`src/hw/rtl/aepd_pkg.sv`:
```
`default_nettype none
// ----------------------------------------------------------------------------
// aepd_pkg
// Types, codes and constants shared by the angle sensor poller and decoder.
// ----------------------------------------------------------------------------
package aepd_pkg;

  typedef enum logic [1:0] {
    KIND_TICK  = 2'd0,
    KIND_READ  = 2'd1,
    KIND_ERROR = 2'd2
  } kind_e;

  typedef enum logic [1:0] {
    MODE_OFF   = 2'd0,
    MODE_A     = 2'd1,
    MODE_B     = 2'd2,
    MODE_INERT = 2'd3
  } mode_e;

  typedef enum logic [2:0] {
    CFG_MODE     = 3'd0,
    CFG_INTERVAL = 3'd1,
    CFG_OFFSET   = 3'd2,
    CFG_SCALE    = 3'd3,
    CFG_ADDRESS  = 3'd4
  } cfg_idx_e;

  localparam int unsigned CfgDataW = 32;
  localparam int unsigned CfgIdxW  = 3;

  localparam logic [7:0]  RegStartA   = 8'hFA;
  localparam logic [7:0]  RegStartB   = 8'h0B;
  localparam logic [2:0]  LenA        = 3'd6;
  localparam logic [2:0]  LenB        = 3'd3;
  localparam logic [31:0] HoldoffMs   = 32'd10;
  localparam logic [15:0] MinInterval = 16'd5;

  localparam logic [1:0]  RstMode     = MODE_OFF;
  localparam logic [15:0] RstInterval = 16'd10;
  localparam logic [15:0] RstOffset   = 16'd0;
  localparam logic [31:0] RstScale    = 32'h0001_0000;
  localparam logic [6:0]  RstAddress  = 7'd64;

  typedef struct packed {
    logic [1:0]  sensor_mode;
    logic [15:0] poll_interval_ms;
    logic [15:0] angle_offset;
    logic [31:0] position_scale_q16;
    logic [6:0]  device_address;
  } cfg_t;

  typedef struct packed {
    logic [1:0]  kind;
    logic [31:0] uptime_ms;
    logic [7:0]  byte0;
    logic [7:0]  byte1;
    logic [7:0]  byte2;
    logic [7:0]  byte3;
    logic [7:0]  byte4;
    logic [7:0]  byte5;
  } item_t;

  typedef struct packed {
    logic        read_request;
    logic [6:0]  request_address;
    logic [7:0]  start_register;
    logic [2:0]  read_length;
    logic [15:0] angle_raw;
    logic        angle_valid;
    logic [7:0]  gain_level;
    logic [7:0]  diag_bits;
    logic [15:0] field_magnitude;
    logic [31:0] error_total;
    logic [31:0] position_q16;
  } result_t;

endpackage
`default_nettype wire

```
`src/hw/rtl/aepd_in_stage.sv`:
```
`default_nettype none
// ----------------------------------------------------------------------------
// aepd_in_stage
// Input register: captures one beat and holds it until the core takes it.
// ----------------------------------------------------------------------------
module aepd_in_stage (
  input  wire logic           clk_i,
  input  wire logic           rst_ni,
  input  wire logic           in_valid_i,
  output logic                in_ready_o,
  input  wire aepd_pkg::item_t in_data_i,
  input  wire logic           advance_i,
  output logic                valid_o,
  output aepd_pkg::item_t     data_o
);
  import aepd_pkg::*;

  logic  valid_q, valid_d;
  item_t data_q;

  assign in_ready_o = !valid_q || advance_i;
  assign valid_d    = (in_valid_i && in_ready_o) || (valid_q && !advance_i);

  always_ff @(posedge clk_i or negedge rst_ni) begin
    if (!rst_ni) begin
      valid_q <= 1'b0;
    end else begin
      valid_q <= valid_d;
    end
  end

  always_ff @(posedge clk_i) begin
    if (in_valid_i && in_ready_o) begin
      data_q <= in_data_i;
    end
  end

  assign valid_o = valid_q;
  assign data_o  = data_q;

endmodule
`default_nettype wire

```
`src/hw/rtl/aepd_core.sv`:
```
`default_nettype none
// ----------------------------------------------------------------------------
// aepd_core
// Poll scheduler and read decoder: holds the sensor state, updates it once
// per beat and forms the result from the updated state.
// ----------------------------------------------------------------------------
module aepd_core (
  input  wire logic             clk_i,
  input  wire logic             rst_ni,
  input  wire logic             advance_i,
  input  wire aepd_pkg::item_t  item_i,
  input  wire aepd_pkg::cfg_t   cfg_i,
  output aepd_pkg::result_t     result_o
);
  import aepd_pkg::*;

  logic [15:0] tick_q, tick_d;
  logic [15:0] angle_q, angle_d;
  logic        valid_q, valid_d;
  logic [7:0]  gain_q, gain_d;
  logic [7:0]  diag_q, diag_d;
  logic [15:0] mag_q, mag_d;
  logic [31:0] err_q, err_d;
  logic [31:0] pos_q, pos_d;

  logic               sensor;
  logic               hold;
  logic [15:0]        thr;
  logic [15:0]        tick_inc;
  logic               req;
  logic [15:0]        sum;
  logic signed [47:0] prod;

  assign sensor   = (mode_e'(cfg_i.sensor_mode) == MODE_A) ||
                    (mode_e'(cfg_i.sensor_mode) == MODE_B);
  assign hold     = !valid_q && (item_i.uptime_ms < HoldoffMs);
  assign thr      = (cfg_i.poll_interval_ms > MinInterval) ? cfg_i.poll_interval_ms
                                                           : MinInterval;
  assign tick_inc = tick_q + 16'd1;
  assign sum      = angle_d + cfg_i.angle_offset;
  assign prod     = $signed(sum) * $signed(cfg_i.position_scale_q16);
  assign pos_d    = sensor ? prod[47:16] : pos_q;

  always_comb begin
    tick_d  = tick_q;
    angle_d = angle_q;
    valid_d = valid_q;
    gain_d  = gain_q;
    diag_d  = diag_q;
    mag_d   = mag_q;
    err_d   = err_q;
    req     = 1'b0;
    if (mode_e'(cfg_i.sensor_mode) == MODE_OFF) begin
      if (kind_e'(item_i.kind) == KIND_TICK) begin
        valid_d = 1'b0;
      end
    end else if (sensor) begin
      unique case (kind_e'(item_i.kind))
        KIND_TICK: begin
          if (!hold) begin
            if (tick_inc >= thr) begin
              tick_d = '0;
              req    = 1'b1;
            end else begin
              tick_d = tick_inc;
            end
          end
        end
        KIND_READ: begin
          if (mode_e'(cfg_i.sensor_mode) == MODE_A) begin
            angle_d = {item_i.byte4, item_i.byte5};
            gain_d  = item_i.byte0;
            diag_d  = item_i.byte1;
            mag_d   = {item_i.byte2, item_i.byte3};
          end else begin
            angle_d = {item_i.byte1[3:0], item_i.byte2, 4'd0};
            gain_d  = '0;
            diag_d  = item_i.byte0;
            mag_d   = '0;
          end
          valid_d = 1'b1;
        end
        KIND_ERROR: begin
          err_d = err_q + 32'd1;
        end
        default: begin
        end
      endcase
    end
  end

  always_ff @(posedge clk_i or negedge rst_ni) begin
    if (!rst_ni) begin
      tick_q  <= '0;
      angle_q <= '0;
      valid_q <= 1'b0;
      gain_q  <= '0;
      diag_q  <= '0;
      mag_q   <= '0;
      err_q   <= '0;
      pos_q   <= '0;
    end else if (advance_i) begin
      tick_q  <= tick_d;
      angle_q <= angle_d;
      valid_q <= valid_d;
      gain_q  <= gain_d;
      diag_q  <= diag_d;
      mag_q   <= mag_d;
      err_q   <= err_d;
      pos_q   <= pos_d;
    end
  end

  always_comb begin
    result_o.read_request    = req;
    result_o.request_address = req ? cfg_i.device_address : 7'd0;
    result_o.start_register  = '0;
    result_o.read_length     = '0;
    if (req) begin
      if (mode_e'(cfg_i.sensor_mode) == MODE_A) begin
        result_o.start_register = RegStartA;
        result_o.read_length    = LenA;
      end else begin
        result_o.start_register = RegStartB;
        result_o.read_length    = LenB;
      end
    end
    result_o.angle_raw       = angle_d;
    result_o.angle_valid     = valid_d;
    result_o.gain_level      = gain_d;
    result_o.diag_bits       = diag_d;
    result_o.field_magnitude = mag_d;
    result_o.error_total     = err_d;
    result_o.position_q16    = pos_d;
  end

  a_state_holds: assert property (@(posedge clk_i) disable iff (!rst_ni)
    !advance_i |=> $stable(err_q) && $stable(tick_q) && $stable(angle_q))
    else $error("state changed without a beat");

  a_err_step: assert property (@(posedge clk_i) disable iff (!rst_ni)
    advance_i |=> (err_q == $past(err_q)) || (err_q == $past(err_q) + 32'd1))
    else $error("error count jumped");

  a_req_mode: assert property (@(posedge clk_i) disable iff (!rst_ni)
    req |-> sensor && (tick_d == 16'd0) &&
            ((result_o.read_length == LenA) || (result_o.read_length == LenB)))
    else $error("read request outside sensor mode");

  a_tick_below_thr: assert property (@(posedge clk_i) disable iff (!rst_ni)
    advance_i && sensor && (tick_q < thr) |=> (tick_q <= $past(thr)))
    else $error("tick counter passed threshold");

endmodule
`default_nettype wire

```
`src/hw/rtl/aepd_out_stage.sv`:
```
`default_nettype none
// ----------------------------------------------------------------------------
// aepd_out_stage
// Result register: holds one beat until the consumer takes it.
// ----------------------------------------------------------------------------
module aepd_out_stage (
  input  wire logic              clk_i,
  input  wire logic              rst_ni,
  input  wire logic              load_i,
  input  wire aepd_pkg::result_t result_i,
  output logic                   ready_o,
  output logic                   out_valid_o,
  input  wire logic              out_ready_i,
  output aepd_pkg::result_t      out_data_o
);
  import aepd_pkg::*;

  logic    valid_q, valid_d;
  result_t data_q;

  assign ready_o = !valid_q || out_ready_i;
  assign valid_d = load_i || (valid_q && !out_ready_i);

  always_ff @(posedge clk_i or negedge rst_ni) begin
    if (!rst_ni) begin
      valid_q <= 1'b0;
    end else begin
      valid_q <= valid_d;
    end
  end

  always_ff @(posedge clk_i) begin
    if (load_i) begin
      data_q <= result_i;
    end
  end

  assign out_valid_o = valid_q;
  assign out_data_o  = data_q;

endmodule
`default_nettype wire

```
`src/hw/rtl/abs_encoder_poll_and_decode.sv`:
```
`default_nettype none
// Accepted beats pass the input register, the core logic and the result register.
// Throughput: one beat per cycle; a stalled result holds the input register,
// so one more beat is taken and then input ready drops until the result moves.
// Rate is set by the combinational state update and 16x32 multiply.
// Reset: control and sensor state clear, config registers take their reset values.
// ----------------------------------------------------------------------------
// abs_encoder_poll_and_decode
// Absolute angle sensor poll scheduler and read decoder with config registers.
// ----------------------------------------------------------------------------
module abs_encoder_poll_and_decode (
  input  wire logic                         clk_i,
  input  wire logic                         rst_ni,
  input  wire logic                         cfg_we_i,
  input  wire logic [aepd_pkg::CfgIdxW-1:0] cfg_index_i,
  input  wire logic [aepd_pkg::CfgDataW-1:0] cfg_wdata_i,
  input  wire logic                         in_valid_i,
  output logic                              in_ready_o,
  input  wire aepd_pkg::item_t              in_data_i,
  output logic                              out_valid_o,
  input  wire logic                         out_ready_i,
  output aepd_pkg::result_t                 out_data_o
);
  import aepd_pkg::*;

  cfg_t    cfg_q, cfg_d;
  logic    item_valid;
  item_t   item;
  logic    out_ready;
  logic    advance;
  result_t result;

  always_comb begin
    cfg_d = cfg_q;
    if (cfg_we_i) begin
      unique case (cfg_idx_e'(cfg_index_i))
        CFG_MODE:     cfg_d.sensor_mode        = cfg_wdata_i[1:0];
        CFG_INTERVAL: cfg_d.poll_interval_ms   = cfg_wdata_i[15:0];
        CFG_OFFSET:   cfg_d.angle_offset       = cfg_wdata_i[15:0];
        CFG_SCALE:    cfg_d.position_scale_q16 = cfg_wdata_i[31:0];
        CFG_ADDRESS:  cfg_d.device_address     = cfg_wdata_i[6:0];
        default: begin
        end
      endcase
    end
  end

  always_ff @(posedge clk_i or negedge rst_ni) begin
    if (!rst_ni) begin
      cfg_q.sensor_mode        <= RstMode;
      cfg_q.poll_interval_ms   <= RstInterval;
      cfg_q.angle_offset       <= RstOffset;
      cfg_q.position_scale_q16 <= RstScale;
      cfg_q.device_address     <= RstAddress;
    end else begin
      cfg_q <= cfg_d;
    end
  end

  assign advance = item_valid && out_ready;

  aepd_in_stage u_in (
    .clk_i      (clk_i),
    .rst_ni     (rst_ni),
    .in_valid_i (in_valid_i),
    .in_ready_o (in_ready_o),
    .in_data_i  (in_data_i),
    .advance_i  (advance),
    .valid_o    (item_valid),
    .data_o     (item)
  );

  aepd_core u_core (
    .clk_i     (clk_i),
    .rst_ni    (rst_ni),
    .advance_i (advance),
    .item_i    (item),
    .cfg_i     (cfg_q),
    .result_o  (result)
  );

  aepd_out_stage u_out (
    .clk_i       (clk_i),
    .rst_ni      (rst_ni),
    .load_i      (advance),
    .result_i    (result),
    .ready_o     (out_ready),
    .out_valid_o (out_valid_o),
    .out_ready_i (out_ready_i),
    .out_data_o  (out_data_o)
  );

endmodule
`default_nettype wire

```
`config.mk`:
```
export PLATFORM = sky130hd
export DESIGN_NAME = abs_encoder_poll_and_decode
export DESIGN_NICKNAME = d
export VERILOG_FILES = /design/src/hw/rtl/aepd_pkg.sv /design/src/hw/rtl/aepd_in_stage.sv /design/src/hw/rtl/aepd_core.sv /design/src/hw/rtl/aepd_out_stage.sv /design/src/hw/rtl/abs_encoder_poll_and_decode.sv
export SDC_FILE = /design/constraint.sdc
export NUM_CORES = 2
export LEC_CHECK = 0
export ABC_AREA = 1
export BUFFER_PORTS_ARGS = -buffer_cell sky130_fd_sc_hd__buf_2
export CORE_MARGIN = 2
export CORE_UTILIZATION = 50
export CTS_BUF_LIST = sky130_fd_sc_hd__clkbuf_8 sky130_fd_sc_hd__clkbuf_16
export CTS_CLUSTER_DIAMETER = 120
export DETAILED_ROUTE_END_ITERATION = 7
export GPL_ROUTABILITY_DRIVEN = 0
export PLACE_DENSITY = 0.68
export SYNTH_ARGS = -nofsm -noshare
export SYNTH_HDL_FRONTEND = slang
export SYNTH_HIERARCHICAL = 1
export SYNTH_SLANG_ARGS = --single-unit
```
`constraint.sdc`:
```
create_clock -name clk_i -period 9.22 [get_ports clk_i]
set_input_delay 1.844 -clock clk_i [delete_from_list [all_inputs] [get_ports clk_i]]
set_output_delay 1.844 -clock clk_i [all_outputs]
set_load 0.1 [all_outputs]
```
Yosys cells after proc, flatten, opt, wreduce, memory -nomap -nowiden

Cells that the tools add are included.
W data, S select, Z words.

Add/sub/neg operators: 3
Multiply operators: 1
Divide/modulo/power cells: 0
$lt $le $gt $ge: 3
Equality and inequality tests: 8
Shift operators: 0
Muxes and demuxes: 32
Bitwise logic cells: 2
Reductions and logical operators: 24

Operators by type and width:

| cell                    | count |
|---|---|
| $mux W16                | 10 |
| $mux W32                | 4 |
| $mux W8                 | 8 |
| $mul A16 B32 Y48        | 1 |
| $add A32 B1 Y32 const B | 1 |
| $lt A32 B4 Y1 const B   | 1 |
| $add A16 B1 Y16 const B | 1 |
| $add A16 B16 Y16        | 1 |
| $ge A16 B16 Y1          | 1 |
| $gt A16 B3 Y1 const B   | 1 |
| $mux W11                | 1 |
| $reduce_and A2 Y1       | 5 |
| $mux W1                 | 9 |
| $eq A3 B2 Y1 const B    | 2 |
| $logic_and A1 B1 Y1     | 5 |
| $logic_not A1 Y1        | 5 |
| $logic_or A1 B1 Y1      | 5 |
| $reduce_and A5 Y1       | 1 |
| $eq A2 B1 Y1 const B    | 2 |
| $eq A2 B2 Y1 const B    | 2 |
| $logic_not A2 Y1        | 2 |
| $eq A3 B1 Y1 const B    | 1 |
| $eq A3 B3 Y1 const B    | 1 |
| $logic_not A3 Y1        | 1 |
| $not A1 Y1              | 2 |

Flip-flop bits (word level): 418
Bits in latches: 0
RAM bits: 0
Memory bits (read-only): 0
Bits of input ports: 122
Output and inout bits: 134
Memories kept: 0

Logic depth before layout (Yosys ltp)

Depth after elaboration: 8
Gate-level depth with buffers: 50
Depth with buffers taken out: 47

Modules after synthesis

Netlist, hierarchy kept.

Modules (own cells, without submodules):

| module                      | times used | cells each | area an instance (um^2) |
|---|---|---|---|
| aepd_core                   | 1          | 3,667      | 27,219.9 |
| aepd_out_stage              | 1          | 137        | 4,008.8 |
| abs_encoder_poll_and_decode | 1          | 328        | 2,990.4 |
| aepd_in_stage               | 1          | 88         | 2,507.4 |

Least setup slack after synthesis

Ideal clock, no wire load.

Path kind: input -> register
From: input port out_ready_i
To: register u_in.data_q (netlist bit u_in/data_o[0]), enable pin
Arrival: 8.892 ns
Data required time: 8.671 ns
Path slack: -0.221 ns
Cell stages on the path: 6
Path through: inv_1 nand2_2 nand2_1 inv_1 inv_1 a21oi_1

Word-level cells in the longest chain between the ends: 4

RTL lines:

| item                   | RTL line                          | text |
|---|---|---|
| start: declaration     | abs_encoder_poll_and_decode.sv:21 | `input wire logic out_ready_i,` |
| $logic_or A1 B1 Y1     | aepd_out_stage.sv:21              | `assign ready_o = !valid_q \|\| out_ready_i;` |
| net out_ready          | abs_encoder_poll_and_decode.sv:29 | `logic out_ready;` |
| $logic_and A1 B1 Y1    | abs_encoder_poll_and_decode.sv:60 | `assign advance = item_valid && out_ready;` |
| net advance            | abs_encoder_poll_and_decode.sv:30 | `logic advance;` |
| $logic_or A1 B1 Y1     | aepd_in_stage.sv:21               | `assign in_ready_o = !valid_q \|\| advance_i;` |
| $logic_and A1 B1 Y1    | aepd_in_stage.sv:33               | `if (in_valid_i && in_ready_o) begin` |
| end signal: assignment | aepd_in_stage.sv:34               | `data_q <= in_data_i;` |
| end: declaration       | aepd_in_stage.sv:19               | `item_t data_q;` |

The timed path passes the listed nets, and every way through them passes these cells.
A chain may end at the register's enable or synchronous reset.

==> qor.csv <==
stage,metric,value,unit
outcome,outcome,"finished, final reports clean",
drt,WL final,99400,um
critical_path,critical path's slowest cell,fa_1,
critical_path,peak fanout along the critical path,24,
critical_path,worst stage delay on the critical path,630,ps
placed_design,IO buf count,254,
yosys,syn nets,4977,
floorplan,# rows,99,
clock_network,worst-skew pair later-pin latency,620,ps
clock_network,Post-CTS Hold Fix Bufs,0,
floorplan,Die H,275,um
critical_path,most common cell type on the critical path,fa_1,
yosys,Synth Instances,4219,
grt,first-pass GRT wire length,157000,um
floorplan,core area,72800,um2
clock_network,Sink Count,417,
final_layout,Post-Route Utilization,56.0,%
drt,via count,28300,
yosys,synthesized cell area,36700,um2
drt,routed length per instance,18.3,um
sta,Rel. slew slack,30.0,%
min_path,hold crit path type,reg2reg,
yosys,Syn Area/Cell,8.70,um2
grt,antenna violations before repair,9,
grt,met1 Usage GRT,37.9,%
critical_path,Worst setup SP type,flop,
clock_network,total CTS buffers,45,
final_layout,Final nets,5199,
flow_run,number of max-cap violations,0,
final_layout,fillers,6634,
critical_path,"Req. time, crit path",9590,ps
critical_path,Worst setup EP type,flop,
sta,worst slew pin tran,1050,ps
sta,Fmax,111,MHz
clock_network,Worst-path clk slew,60,ps
final_layout,fraction of layout cells with a size suffix above 1,11.5,%
sta,crit path time final,9020,ps
floorplan,Initial Util,50.4,%
final_layout,Final Cell Area,40800,um2
placed_design,hpwl dp,76500,um
grt,met2 global-route usage,42.1,%
drt,starting DRC count in detailed routing,2315,
sta,crit share post-route,97.8,%
floorplan,Die ar.,75600,um2
sta,Slew Limit Fails,0,
grt,GRT Total Usage,27.0,%
grt,met3 GRT Util,5.60,%
clock_network,Root Buffer,clkbuf_16,
drt,vias per cell,5.19,
placed_design,Placed Cells,5351,
yosys,Synth warnings,6,
grt,Most Crowded Layer GR,met2,
final_layout,area added between synthesis and finish,11.1,%
critical_path,CP Class,reg2reg,
grt,grt ovf,0,
floorplan,num ports,256,
clock_network,CTS H-Tree Depth,2,
floorplan,die width,275,um
clock_network,buffer depth of the longest clock path,3,
drt,DRC,0,
clock_network,CTS tree,yes,
drt,Antenna Violating Nets Remaining,0,
drt,DR pass1 iterations,6,
sta,Fin. Hold Viols,0,
sta,endpoints failing setup,0,
grt,largest net degree at the start of global routing,97,
final_layout,Post-Layout Cell Count,5444,
sta,clock skew,57.5,ps
placed_design,Post-DP Area,39100,um2
critical_path,"Arr. time, crit path",9390,ps
grt,vias in the first global route,28300,
-- flip-flops by register name, indices dropped and copies added, names as in the netlist --
signal	flops
u_out/out_data_o	132
u_in/data_o	81
cfg_q	73
u_core/err_q	32
u_core/pos_q	32
u_core/angle_q	16
u_core/mag_q	16
u_core/tick_q	16
u_core/diag_q	8
u_core/gain_q	8
u_core/valid_q	1
u_in/valid_o	1
u_out/out_valid_o	1
-- cell type report --
cell class / count / area, um2 / share of cell area (%)
flip-flops and latches: 417 / 11500 / 28.2
multi-input cells: 2732 / 21200 / 52.0
clock buffers: 49 / 1180 / 2.90
inverters: 922 / 3480 / 8.53
well taps: 959 / 1200 / 2.94
diodes: 7 / 17.5 / 0.0430
clock inverters: 35 / 290 / 0.712
repair buffers: 323 / 1900 / 4.66
-- worst max-delay path: cells and delay by family (launching register included) --
family	cells	cell delay, ps
adders and majority gates	9	4160
and+or+nand+nor	11	1690
AOI/OAI and AO/OA	7	1440
buffers and inverters	5	970
DFF	1	390
muxes	1	150
-- metal layers --
layer  vias up  routed length (um)
met5         -                  22
met4         4                3240
met3       175                8820
met2      1102               45900
met1     13800               41400
li1      13200                   -
-- placed cells by master, fill, tap and decap left out, drive strengths merged, types with 2 or more instances in the layout --
cell and n:
nor4 9, nor3 28, nand2 1088, dfrtp 200
a21oi 91, nand3 210, or2 33, a31oi 8
clkbuf 49, inv 931, buf 323, nor2 296
and3 4, xor2 48, mux2i 10, dfstp 4
o211ai 4, clkinv 21, diode 7, ha 150
and2 26, fa 486, edfxtp 213, bufinv 2
o21ai 168, o22ai 6, a21boi 4, nand4 28
o21a 10, clkinvlp 3, a21o 6, xnor2 9
o21bai 3, nand3b 4
-- per-stage QoR --
stage	setup TNS [ps]	hold WS, ps	setup WS (ps)
CTS	0	470	7.38
global route	-151	488	-67.5
detailed placement	-1010	458	-163
floorplan	0	434	937
finish	0	465	202
global placement	-760	451	-133
-- final timing paths --
| kind | slack, ps | cells past startpoint | to | startpoint |
|---|---|---|---|---|
| max in group asynchronous | 6530 | 2 | u_core/pos_q[8]$_DFFE_PN0P_ | rst_ni |
| setup / recovery | 200 | 33 | u_out/out_data_o[27]$_DFFE_PP_ | cfg_q[72]$_DFFE_PN0P_ |
| hold / removal | 470 | 2 | cfg_q[58]$_DFFE_PN1P_ | cfg_q[58]$_DFFE_PN1P_ |
| hold reg to reg | 470 | 2 | cfg_q[58]$_DFFE_PN1P_ | cfg_q[58]$_DFFE_PN1P_ |
| setup reg to reg | 200 | 33 | u_out/out_data_o[27]$_DFFE_PP_ | cfg_q[72]$_DFFE_PN0P_ |
| min in group asynchronous | 1260 | 1 | u_core/tick_q[4]$_DFFE_PN0P_ | rst_ni |
-- repair_timing --
action | in CTS | in global routing
setup buffers | 0 | 2
pin swaps | 0 | 2
setup endpoints to repair | 19 | 64
resized for setup | 7 | 73
Power is left out: the tool's default activity adds up to more than one toggle a clock period on the data nets, which glitch-free logic cannot reach.
